--- src/rtl/core/assert_macros.svh ---
// ---------------------------------------------------------------------------
// assertion macros
// concurrent checks that simulation builds keep and synthesis builds drop
// ---------------------------------------------------------------------------
`ifndef ASSERT_MACROS_SVH
`define ASSERT_MACROS_SVH

`ifndef SYNTH
// same-cycle implication under an active-low reset
`define CHK_SAME(lbl, clk, rstn, ante, cons) \
  lbl: assert property (@(posedge clk) disable iff (!rstn) (ante) |-> (cons)) \
    else $error("check failed");
// next-cycle implication under an active-low reset
`define CHK_NEXT(lbl, clk, rstn, ante, cons) \
  lbl: assert property (@(posedge clk) disable iff (!rstn) (ante) |=> (cons)) \
    else $error("check failed");
`else
`define CHK_SAME(lbl, clk, rstn, ante, cons)
`define CHK_NEXT(lbl, clk, rstn, ante, cons)
`endif

`endif

--- src/rtl/core/lcs_pkg.sv ---
// ---------------------------------------------------------------------------
// lcs_pkg
// shared sizes, codes and the process table record of the lottery scheduler
// ---------------------------------------------------------------------------
`default_nettype none

package lcs_pkg;

  localparam int MAX_PROCS = 16;
  localparam int IDX_W     = $clog2(MAX_PROCS);
  localparam int CNT_W     = $clog2(MAX_PROCS + 1);
  localparam int TKT_W     = 16 + IDX_W + 1;
  localparam int RND_W     = 31;
  localparam int DCNT_W    = $clog2(RND_W);
  localparam int CLK_W     = 20;

  localparam int IN_DATA_W  = 88;
  localparam int IN_USER_W  = 2;
  localparam int OUT_DATA_W = 176;
  localparam int OUT_USER_W = 3;

  localparam logic [CLK_W-1:0] CLOCK_MAX = {CLK_W{1'b1}};

  localparam logic [1:0] OP_CLEAR = 2'd0;
  localparam logic [1:0] OP_LOAD  = 2'd1;
  localparam logic [1:0] OP_DRAW  = 2'd2;

  localparam logic [2:0] EV_CLEARED   = 3'd0;
  localparam logic [2:0] EV_LOADED    = 3'd1;
  localparam logic [2:0] EV_RAN       = 3'd2;
  localparam logic [2:0] EV_COMPLETED = 3'd3;
  localparam logic [2:0] EV_NONE      = 3'd4;

  typedef struct packed {
    logic [15:0]      id;
    logic [15:0]      arrival;
    logic [7:0]       prio;
    logic [15:0]      burst;
    logic [15:0]      remaining;
    logic [TKT_W-1:0] tlow;
    logic [CLK_W-1:0] resp;
  } entry_t;

endpackage

`default_nettype wire

--- src/rtl/core/lottery_cpu_scheduler.sv ---
// ---------------------------------------------------------------------------
// lottery_cpu_scheduler
// lottery cpu scheduler with its process table in one synchronous memory
// ---------------------------------------------------------------------------
// Clear and load items go from the operation state straight to the output stage. A
// draw runs the bit-serial remainder unit over the random word, then walks the
// table entries in the ticket search; the first draw after loading also orders
// the table in memory first (insertion sorts, with each compare and swap going
// through the single read port, then tickets handed out entry by entry). One
// item is worked on at a time; the input is taken again as soon as its result
// sits in the output register.
`default_nettype none

module lottery_cpu_scheduler (
  input  wire logic                           clk,
  input  wire logic                           rst_n,
  input  wire logic                           in_tvalid,
  output logic                                in_tready,
  // proc_id, arrival, prio, burst, random_word
  input  wire logic [lcs_pkg::IN_DATA_W-1:0]  in_tdata,
  // operation
  input  wire logic [lcs_pkg::IN_USER_W-1:0]  in_tuser,
  output logic                                out_tvalid,
  input  wire logic                           out_tready,
  // winner_id, time_now, response, waiting, turnaround, all_done,
  // total_waiting, total_turnaround, total_response
  output logic [lcs_pkg::OUT_DATA_W-1:0]      out_tdata,
  // event_res
  output logic [lcs_pkg::OUT_USER_W-1:0]      out_tuser
);
  import lcs_pkg::*;

  typedef enum logic [3:0] {
    S_IDLE, S_OP, S_SNEXT, S_SRA, S_SRB, S_SCMP, S_SWA, S_SWB,
    S_TRD, S_TWR, S_DIV, S_QRD, S_QCHK, S_APPLY, S_EMIT
  } state_t;

  state_t state_r;

  entry_t mem [MAX_PROCS];
  entry_t rd_q;
  logic             mem_we;
  logic [IDX_W-1:0] mem_waddr;
  logic [IDX_W-1:0] mem_raddr;
  entry_t           mem_wdata;

  logic [1:0]       op_r;
  logic [15:0]      id_in_r, arr_in_r, burst_in_r;
  logic [7:0]       prio_in_r;
  logic [RND_W-1:0] rnd_r;

  logic [CNT_W-1:0] cnt_r, fin_r, i_r, j_r, t_r, s_r;
  logic             pass_r;
  logic             ordered_r;
  logic [MAX_PROCS-1:0] started_r, done_r;
  logic [TKT_W-1:0] tot_r, low_r, rem_r;
  logic [RND_W-1:0] dvd_r;
  logic [DCNT_W-1:0] dcnt_r;
  logic [CLK_W-1:0] clk_r;
  logic [24:0]      sum_wait_r, sum_turn_r;
  logic [23:0]      sum_resp_r;
  entry_t           a_r, b_r, rec_r;
  logic [IDX_W-1:0] k_r;

  logic [2:0]       res_ev_r;
  logic [15:0]      res_win_r;
  logic [CLK_W-1:0] res_resp_r;
  logic [20:0]      res_wait_r, res_turn_r;

  logic                          out_tvalid_r;
  logic [OUT_DATA_W-1:0]         out_tdata_r;
  logic [OUT_USER_W-1:0]         out_tuser_r;

  logic [CNT_W-1:0] jm1, lb;
  logic             swap;
  logic [TKT_W-1:0] low_nx;
  logic [TKT_W:0]   rem_sh, rem_nx;
  logic [TKT_W-1:0] diff;
  logic             hit;
  logic             cur_started, cur_done, run;
  logic [20:0]      turn_w, wait_w;
  entry_t           load_rec, tkt_rec, run_rec;

  always_comb begin
    jm1    = j_r - CNT_W'(1);
    lb     = pass_r ? CNT_W'(1) : CNT_W'(0);
    swap   = pass_r ? (a_r.prio > rd_q.prio) : (a_r.arrival > rd_q.arrival);
    low_nx = low_r + TKT_W'(rd_q.burst) + TKT_W'(1);
    rem_sh = {rem_r, dvd_r[RND_W-1]};
    rem_nx = (rem_sh >= {1'b0, tot_r}) ? rem_sh - {1'b0, tot_r} : rem_sh;
    diff   = rem_r - rd_q.tlow;
    hit    = (rem_r >= rd_q.tlow) && (diff <= TKT_W'(rd_q.burst));
    cur_started = started_r[k_r];
    cur_done    = done_r[k_r];
    run         = rec_r.remaining != 16'd0;
    turn_w = {1'b0, clk_r} - {5'd0, rec_r.arrival};
    wait_w = turn_w - {5'd0, rec_r.burst};

    load_rec           = '0;
    load_rec.id        = id_in_r;
    load_rec.arrival   = arr_in_r;
    load_rec.prio      = prio_in_r;
    load_rec.burst     = burst_in_r;
    load_rec.remaining = burst_in_r;

    tkt_rec      = rd_q;
    tkt_rec.tlow = low_r;

    run_rec           = rec_r;
    run_rec.remaining = rec_r.remaining - 16'd1;
    run_rec.resp      = cur_started ? rec_r.resp : clk_r;
  end

  // memory port control
  always_comb begin
    mem_we    = 1'b0;
    mem_waddr = '0;
    mem_wdata = load_rec;
    mem_raddr = '0;
    case (state_r)
      S_OP: begin
        mem_we    = (op_r == OP_LOAD) && !ordered_r && (cnt_r < CNT_W'(MAX_PROCS));
        mem_waddr = cnt_r[IDX_W-1:0];
      end
      S_SRA:  mem_raddr = jm1[IDX_W-1:0];
      S_SRB:  mem_raddr = j_r[IDX_W-1:0];
      S_SWA: begin
        mem_we    = 1'b1;
        mem_waddr = jm1[IDX_W-1:0];
        mem_wdata = b_r;
      end
      S_SWB: begin
        mem_we    = 1'b1;
        mem_waddr = j_r[IDX_W-1:0];
        mem_wdata = a_r;
      end
      S_TRD:  mem_raddr = t_r[IDX_W-1:0];
      S_TWR: begin
        mem_we    = 1'b1;
        mem_waddr = t_r[IDX_W-1:0];
        mem_wdata = tkt_rec;
      end
      S_QRD:  mem_raddr = s_r[IDX_W-1:0];
      S_APPLY: begin
        mem_we    = !cur_done && run;
        mem_waddr = k_r;
        mem_wdata = run_rec;
      end
      default: begin
        mem_we = 1'b0;
      end
    endcase
  end

  always_ff @(posedge clk) begin
    if (mem_we) begin
      mem[mem_waddr] <= mem_wdata;
    end
    rd_q <= mem[mem_raddr];
  end

  assign in_tready  = rst_n && (state_r == S_IDLE);
  assign out_tvalid = out_tvalid_r;
  assign out_tdata  = out_tdata_r;
  assign out_tuser  = out_tuser_r;

  always_ff @(posedge clk) begin
    if (!rst_n) begin
      state_r      <= S_IDLE;
      cnt_r        <= '0;
      fin_r        <= '0;
      ordered_r    <= 1'b0;
      tot_r        <= '0;
      clk_r        <= '0;
      sum_wait_r   <= '0;
      sum_turn_r   <= '0;
      sum_resp_r   <= '0;
      started_r    <= '0;
      done_r       <= '0;
      out_tvalid_r <= 1'b0;
    end else begin
      if (out_tvalid_r && out_tready && (state_r != S_EMIT)) begin
        out_tvalid_r <= 1'b0;
      end
      case (state_r)
        S_IDLE: begin
          if (in_tvalid) begin
            op_r       <= in_tuser;
            id_in_r    <= in_tdata[15:0];
            arr_in_r   <= in_tdata[31:16];
            prio_in_r  <= in_tdata[39:32];
            burst_in_r <= in_tdata[55:40];
            rnd_r      <= in_tdata[86:56];
            state_r    <= S_OP;
          end
        end
        S_OP: begin
          res_resp_r <= '0;
          res_wait_r <= '0;
          res_turn_r <= '0;
          case (op_r)
            OP_CLEAR: begin
              cnt_r      <= '0;
              fin_r      <= '0;
              ordered_r  <= 1'b0;
              tot_r      <= '0;
              clk_r      <= '0;
              sum_wait_r <= '0;
              sum_turn_r <= '0;
              sum_resp_r <= '0;
              started_r  <= '0;
              done_r     <= '0;
              res_ev_r   <= EV_CLEARED;
              res_win_r  <= '0;
              state_r    <= S_EMIT;
            end
            OP_LOAD: begin
              state_r <= S_EMIT;
              if (!ordered_r && (cnt_r < CNT_W'(MAX_PROCS))) begin
                started_r[cnt_r[IDX_W-1:0]] <= 1'b0;
                done_r[cnt_r[IDX_W-1:0]]    <= 1'b0;
                cnt_r     <= cnt_r + CNT_W'(1);
                res_ev_r  <= EV_LOADED;
                res_win_r <= id_in_r;
              end else begin
                res_ev_r  <= EV_NONE;
                res_win_r <= '0;
              end
            end
            OP_DRAW: begin
              res_ev_r  <= EV_NONE;
              res_win_r <= '0;
              if (cnt_r != '0) begin
                if (!ordered_r) begin
                  pass_r  <= 1'b0;
                  i_r     <= CNT_W'(1);
                  state_r <= S_SNEXT;
                end else begin
                  rem_r   <= '0;
                  dvd_r   <= rnd_r;
                  dcnt_r  <= DCNT_W'(RND_W - 1);
                  state_r <= S_DIV;
                end
              end else begin
                state_r <= S_EMIT;
              end
            end
            default: begin
              res_ev_r  <= EV_NONE;
              res_win_r <= '0;
              state_r   <= S_EMIT;
            end
          endcase
        end
        S_SNEXT: begin
          if (i_r >= cnt_r) begin
            if (!pass_r) begin
              pass_r <= 1'b1;
              i_r    <= CNT_W'(2);
            end else begin
              t_r     <= '0;
              low_r   <= '0;
              state_r <= S_TRD;
            end
          end else begin
            j_r     <= i_r;
            state_r <= S_SRA;
          end
        end
        S_SRA: state_r <= S_SRB;
        S_SRB: begin
          a_r     <= rd_q;
          state_r <= S_SCMP;
        end
        S_SCMP: begin
          b_r <= rd_q;
          if (swap) begin
            state_r <= S_SWA;
          end else begin
            i_r     <= i_r + CNT_W'(1);
            state_r <= S_SNEXT;
          end
        end
        S_SWA: state_r <= S_SWB;
        S_SWB: begin
          // keep walking the new entry down while it sits above the bound
          if (j_r > lb + CNT_W'(1)) begin
            j_r     <= jm1;
            state_r <= S_SRA;
          end else begin
            i_r     <= i_r + CNT_W'(1);
            state_r <= S_SNEXT;
          end
        end
        S_TRD: state_r <= S_TWR;
        S_TWR: begin
          low_r <= low_nx;
          t_r   <= t_r + CNT_W'(1);
          if (t_r + CNT_W'(1) == cnt_r) begin
            tot_r     <= low_nx;
            ordered_r <= 1'b1;
            rem_r     <= '0;
            dvd_r     <= rnd_r;
            dcnt_r    <= DCNT_W'(RND_W - 1);
            state_r   <= S_DIV;
          end else begin
            state_r <= S_TRD;
          end
        end
        S_DIV: begin
          // restoring remainder, one dividend bit per cycle
          rem_r <= rem_nx[TKT_W-1:0];
          dvd_r <= {dvd_r[RND_W-2:0], 1'b0};
          if (dcnt_r == '0) begin
            s_r     <= '0;
            state_r <= S_QRD;
          end else begin
            dcnt_r <= dcnt_r - DCNT_W'(1);
          end
        end
        S_QRD: state_r <= S_QCHK;
        S_QCHK: begin
          if (hit) begin
            rec_r   <= rd_q;
            k_r     <= s_r[IDX_W-1:0];
            state_r <= S_APPLY;
          end else if (s_r + CNT_W'(1) == cnt_r) begin
            state_r <= S_EMIT;
          end else begin
            s_r     <= s_r + CNT_W'(1);
            state_r <= S_QRD;
          end
        end
        S_APPLY: begin
          res_win_r <= rec_r.id;
          state_r   <= S_EMIT;
          if (cur_done) begin
            res_ev_r <= EV_NONE;
          end else if (run) begin
            started_r[k_r] <= 1'b1;
            if (!cur_started) begin
              sum_resp_r <= sum_resp_r + {4'd0, clk_r};
            end
            if (clk_r != CLOCK_MAX) begin
              clk_r <= clk_r + CLK_W'(1);
            end
            res_resp_r <= run_rec.resp;
            res_ev_r   <= EV_RAN;
          end else begin
            done_r[k_r] <= 1'b1;
            res_turn_r  <= turn_w;
            res_wait_r  <= wait_w;
            sum_wait_r  <= sum_wait_r + {{4{wait_w[20]}}, wait_w};
            sum_turn_r  <= sum_turn_r + {{4{turn_w[20]}}, turn_w};
            fin_r       <= fin_r + CNT_W'(1);
            res_resp_r  <= cur_started ? rec_r.resp : '0;
            res_ev_r    <= EV_COMPLETED;
          end
        end
        S_EMIT: begin
          if (!out_tvalid_r || out_tready) begin
            out_tvalid_r <= 1'b1;
            out_tuser_r  <= res_ev_r;
            out_tdata_r  <= {3'd0, sum_resp_r, sum_turn_r, sum_wait_r,
                             (cnt_r != '0) && (fin_r == cnt_r),
                             res_turn_r, res_wait_r, res_resp_r, clk_r, res_win_r};
            state_r      <= S_IDLE;
          end
        end
        default: state_r <= S_IDLE;
      endcase
    end
  end

`include "assert_macros.svh"

  `CHK_SAME(a_fin_le_cnt, clk, rst_n, 1'b1, fin_r <= cnt_r)
  `CHK_NEXT(a_one_item, clk, rst_n, in_tvalid && in_tready, !in_tready)
  `CHK_SAME(a_ordered_tickets, clk, rst_n, ordered_r, tot_r != '0)
  `CHK_SAME(a_apply_ordered, clk, rst_n, state_r == S_APPLY, ordered_r)

endmodule

`default_nettype wire

--- config.mk ---
export PLATFORM = sky130hd
export DESIGN_NAME = lottery_cpu_scheduler
export DESIGN_NICKNAME = d
export VERILOG_FILES = /design/src/rtl/core/lcs_pkg.sv /design/src/rtl/core/lottery_cpu_scheduler.sv
export VERILOG_INCLUDE_DIRS = /design/src /design/src/rtl/core
export SDC_FILE = /design/constraint.sdc
export NUM_CORES = 2
export LEC_CHECK = 0
export BUFFER_PORTS_ARGS = -buffer_cell sky130_fd_sc_hd__clkbuf_2
export CORE_UTILIZATION = 40
export DETAILED_ROUTE_END_ITERATION = 6
export PLACE_DENSITY = 0.59
export SYNTH_ARGS = -nofsm -noshare
export SYNTH_HDL_FRONTEND = slang
export SYNTH_SLANG_ARGS = --single-unit
export TNS_END_PERCENT = 10
--- constraint.sdc ---
create_clock -name clk -period 21.3 [get_ports clk]
set_clock_uncertainty 0.05 [all_clocks]
set_input_delay 1.065 -clock clk [delete_from_list [all_inputs] [get_ports clk]]
set_output_delay 1.065 -clock clk [all_outputs]
set_load 0.01 [all_outputs]
==> results.toml <==
[sta]
finalSetupTns_ns = 0
setup_ws_ns = 14.58
fmax_mhz = 149
period_needed_ns = 6.72
setup_viol = 0
relSlewSlack = 0.00558
holdWs_ns = 0.250
fin_crit_sh = 0.315
grt_setup_unrepaired = "false"
finalMaxSlewViolations = 0
hold_viol_final = 0
tightest_slew_ns = 1.49

[finish]
multi_input_area_mm2 = 0.0319
nFillCells = 25500
area.sequential_mm2 = 0.0835
syn_to_final_growth_pct = 13.5
finalNetCount = 9246
drive_gt1_frac = 0.104

[yosys]
post_synth_mux_area_share = 0.00516
synth_ff_type = "edfxtp_1"
synth_top_cell_by_area = "edfxtp_1"
synth_compound_area_frac = 0.125
synth-edff-count = 2596
synth_most_common_cell = "edfxtp_1"
synth_area_leaders = "edfxtp_1 66%, dfxtp_1 4.7%, nand2_1 4.2%, a211oi_1 3.7%, and2_1 2.6%"
synth_fa_ha_area_frac = 0.0244
netlist_area_mm2 = 0.118
ys_seq_area_frac = 0.708
async_flop_share = 0
yosys.area_share.simple = 0.0993
synth_top_family_by_area = "compound AO/OA/AOI/OAI gates"
avgSynthCellArea_um2 = 13.5
synth_top_cell_area_share = 0.661
synthCells = 8735
synthXorXnorAreaFrac = 0.0146
synthTopCellsByCount = "2596 x edfxtp_1, 1314 x nand2_1, 581 x a211oi_1, 481 x and2_1, 481 x clkbuf_1"
ys_warn_count = 0
ys_ff_latch = 2872
synth.distinct_cells = 83

[power_and_ir_drop]
powerDensity_mw_per_mm2 = 118
power_mw = 15.8
vdd_ir_drop_max_uv = 95.3
p_leak_nw = 44.5

[clock_network]
cts_inserted_buffers = 309
clk_pin_slew_ns = 0.06
cts.path.max_buffers = 4
post_cts_buffers = 0
clock-root-buffer = "clkbuf_16"
clk_latency_ns = 0.92
clock-sinks = 2872
htreeDepth = 5
cts_tree = "built"
hold_buffers = 0
cts_resized = 0

[floorplanning]
core_area_mm2 = 0.292
die_h_um = 545
dieArea_mm2 = 0.297
rows = 198
fp.dieW_um = 545
num_io_pins = 275
start_util = 0.403

[route]
wirelength_mm = 318
drt_iter0_drc = 7546
viasPerCell = 5.69
post-route-drc-count = 10
ant_nets = 0
wire_per_inst_um = 24.3
drt_pass1_iterations = 7
num_vias = 74400

[worst_setup_path]
worstPathMaxFanout = 7
worstSetupStartpointType = "register"
crit_path_end_kind = "register"
critPathArrivalTime_ns = 7.47
cp_data_required_time_ns = 22.06
criticalPathCategory = "register to register"

[flow_run]
cap_violations = 0

[run_status]
failed_checks = "DRC"
status = "finished with violations"

[global_route]
antenna_found_initial = 18
grt_pass1_vias = 71000
grt_pass1_wl_mm = 464
overflow = 0
grt.total_usage = 0.209
grt_start_max_net_pins = 225

[placement]
gp_congestion = 0.890
port_buffers = 270
post-dp-hpwl_mm = 177
dpl_worst_slack_ns = 14.67

[hold_path]
holdCritPathClass = "input pin to register"
cells in the final DEF (no fill, tap or decap), types with 21 or more instances in the layout:
cell / count
nand2_1: 1310
a222oi_1: 112
a22oi_1: 37
and3_1: 30
nor3_1: 62
clkbuf_1: 80
clkbuf_2: 270
clkbuf_16: 310
nor2_4: 24
a211oi_1: 581
nand3_1: 127
a21oi_1: 469
o21a_1: 41
inv_1: 183
edfxtp_1: 2596
nor2_1: 296
ha_1: 217
nand2b_1: 34
xnor2_1: 121
nor2b_1: 36
o211ai_1: 46
o21ai_0: 165
clkinv_1: 37
and2_1: 479
mux2i_1: 36
xor2_1: 75
a31oi_1: 257
a21o_1: 52
a311oi_1: 232
dfxtp_1: 276
and2_0: 22
clkbuf_8: 21
nand4_1: 34
clkinv_2: 57
buf_4: 140
critical path, cell delays in order (launching register included):
cell,delay (ns)
dfxtp_1,0.42
inv_1,0.17
ha_1,0.18
inv_1,0.05
fa_1,0.42
a211oi_1,0.32
nor2_1,0.14
o21a_1,0.19
nor2_1,0.11
xnor2_1,0.35
ha_1,0.39
o21a_1,0.13
o21ai_0,0.25
a21oi_1,0.15
o311a_1,0.37
o31ai_1,0.62
and4_1,0.37
a31oi_1,0.16
inv_1,0.20
ha_1,0.31
a21o_1,0.19
a21o_1,0.18
a21oi_1,0.15
o21ai_0,0.11
a21oi_1,0.18
xnor2_1,0.16
nor4_1,0.06
o21bai_1,0.18
state kept, by name, indices dropped and copies added, names as in the netlist, 16 cells and up:
register and cells:
res_wait_r 21, dvd_r 31, rnd_r 31, rd_q 113, tot_r 21, a_r 113, rem_r 21, burst_in_r 16
started_r 16, b_r 113, sum_resp_r 24, res_win_r 16, mem 1808, arr_in_r 16, done_r 16, sum_wait_r 25
res_turn_r 21, rec_r 113, clk_r 20, id_in_r 16, low_r 21, res_resp_r 20, out_tdata 173, sum_turn_r 25
layer usage:
| metal | global-route usage | part of all wire | vias to the layer above |
|---|---|---|---|
| li1 | - | - | 33700 |
| met1 | 0.298 | 0.44 | 37700 |
| met2 | 0.334 | 0.46 | 2661 |
| met3 | 0.0293 | 0.070 | 407 |
| met4 | 0.0528 | 0.022 | 2 |
| met5 | 0 | 0.0000094 | - |
power by group:
group / internal (mW) / total (mW) / switching (mW)
Sequential: 6.78 / 7.01 / 0.235
Clock: 3.01 / 5.30 / 2.28
Combinational: 1.10 / 3.44 / 2.34
path summary, 6_finish.rpt:
| path | cells after the start | to | slack [ns] | startpoint |
|---|---|---|---|---|
| max | 27 | sum_wait_r[24]$_SDFFE_PN0P_ | 14.58 | clk_r[0]$_SDFFE_PN0P_ |
| min | 1 | id_in_r[7]$_DFFE_PP_ | 0.25 | in_tdata[7] |
| max reg2reg | 27 | sum_wait_r[24]$_SDFFE_PN0P_ | 14.58 | clk_r[0]$_SDFFE_PN0P_ |
| min reg2reg | 0 | out_tdata[53]$_DFFE_PP_ | 0.37 | res_resp_r[17]$_SDFFCE_PN0P_ |
area by class of cell:
type,count,area share
diodes,2,0.0000374
clock buffers,411,0.0624
clock inverters,161,0.0129
inverters,185,0.00521
multi-input cells,5134,0.239
flip-flops and latches,2872,0.624
well taps,3900,0.0365
repair buffers,425,0.0202
per-stage QoR:
stage                     instances   util  area, um^2
after floorplan                8737      -      118000
after global placement        12500  0.423      124000
after detailed placement      12500  0.423      124000
after CTS                     13100  0.458      134000
after global routing          13100  0.458      134000
final                         13100  0.458      134000
cells by family after synthesis:
| kind of cell | Yosys count |
|---|---|
| AO/OA/AOI/OAI | 2116 |
| XOR/XNOR | 196 |
| adder cells (fa/ha/maj) | 225 |
| buffers and inverters | 731 |
| flip-flops | 2872 |
| multiplexers | 48 |
| other | 1 |
| AND/OR/NAND/NOR | 2546 |
Power figures use the tool's default switching activity.
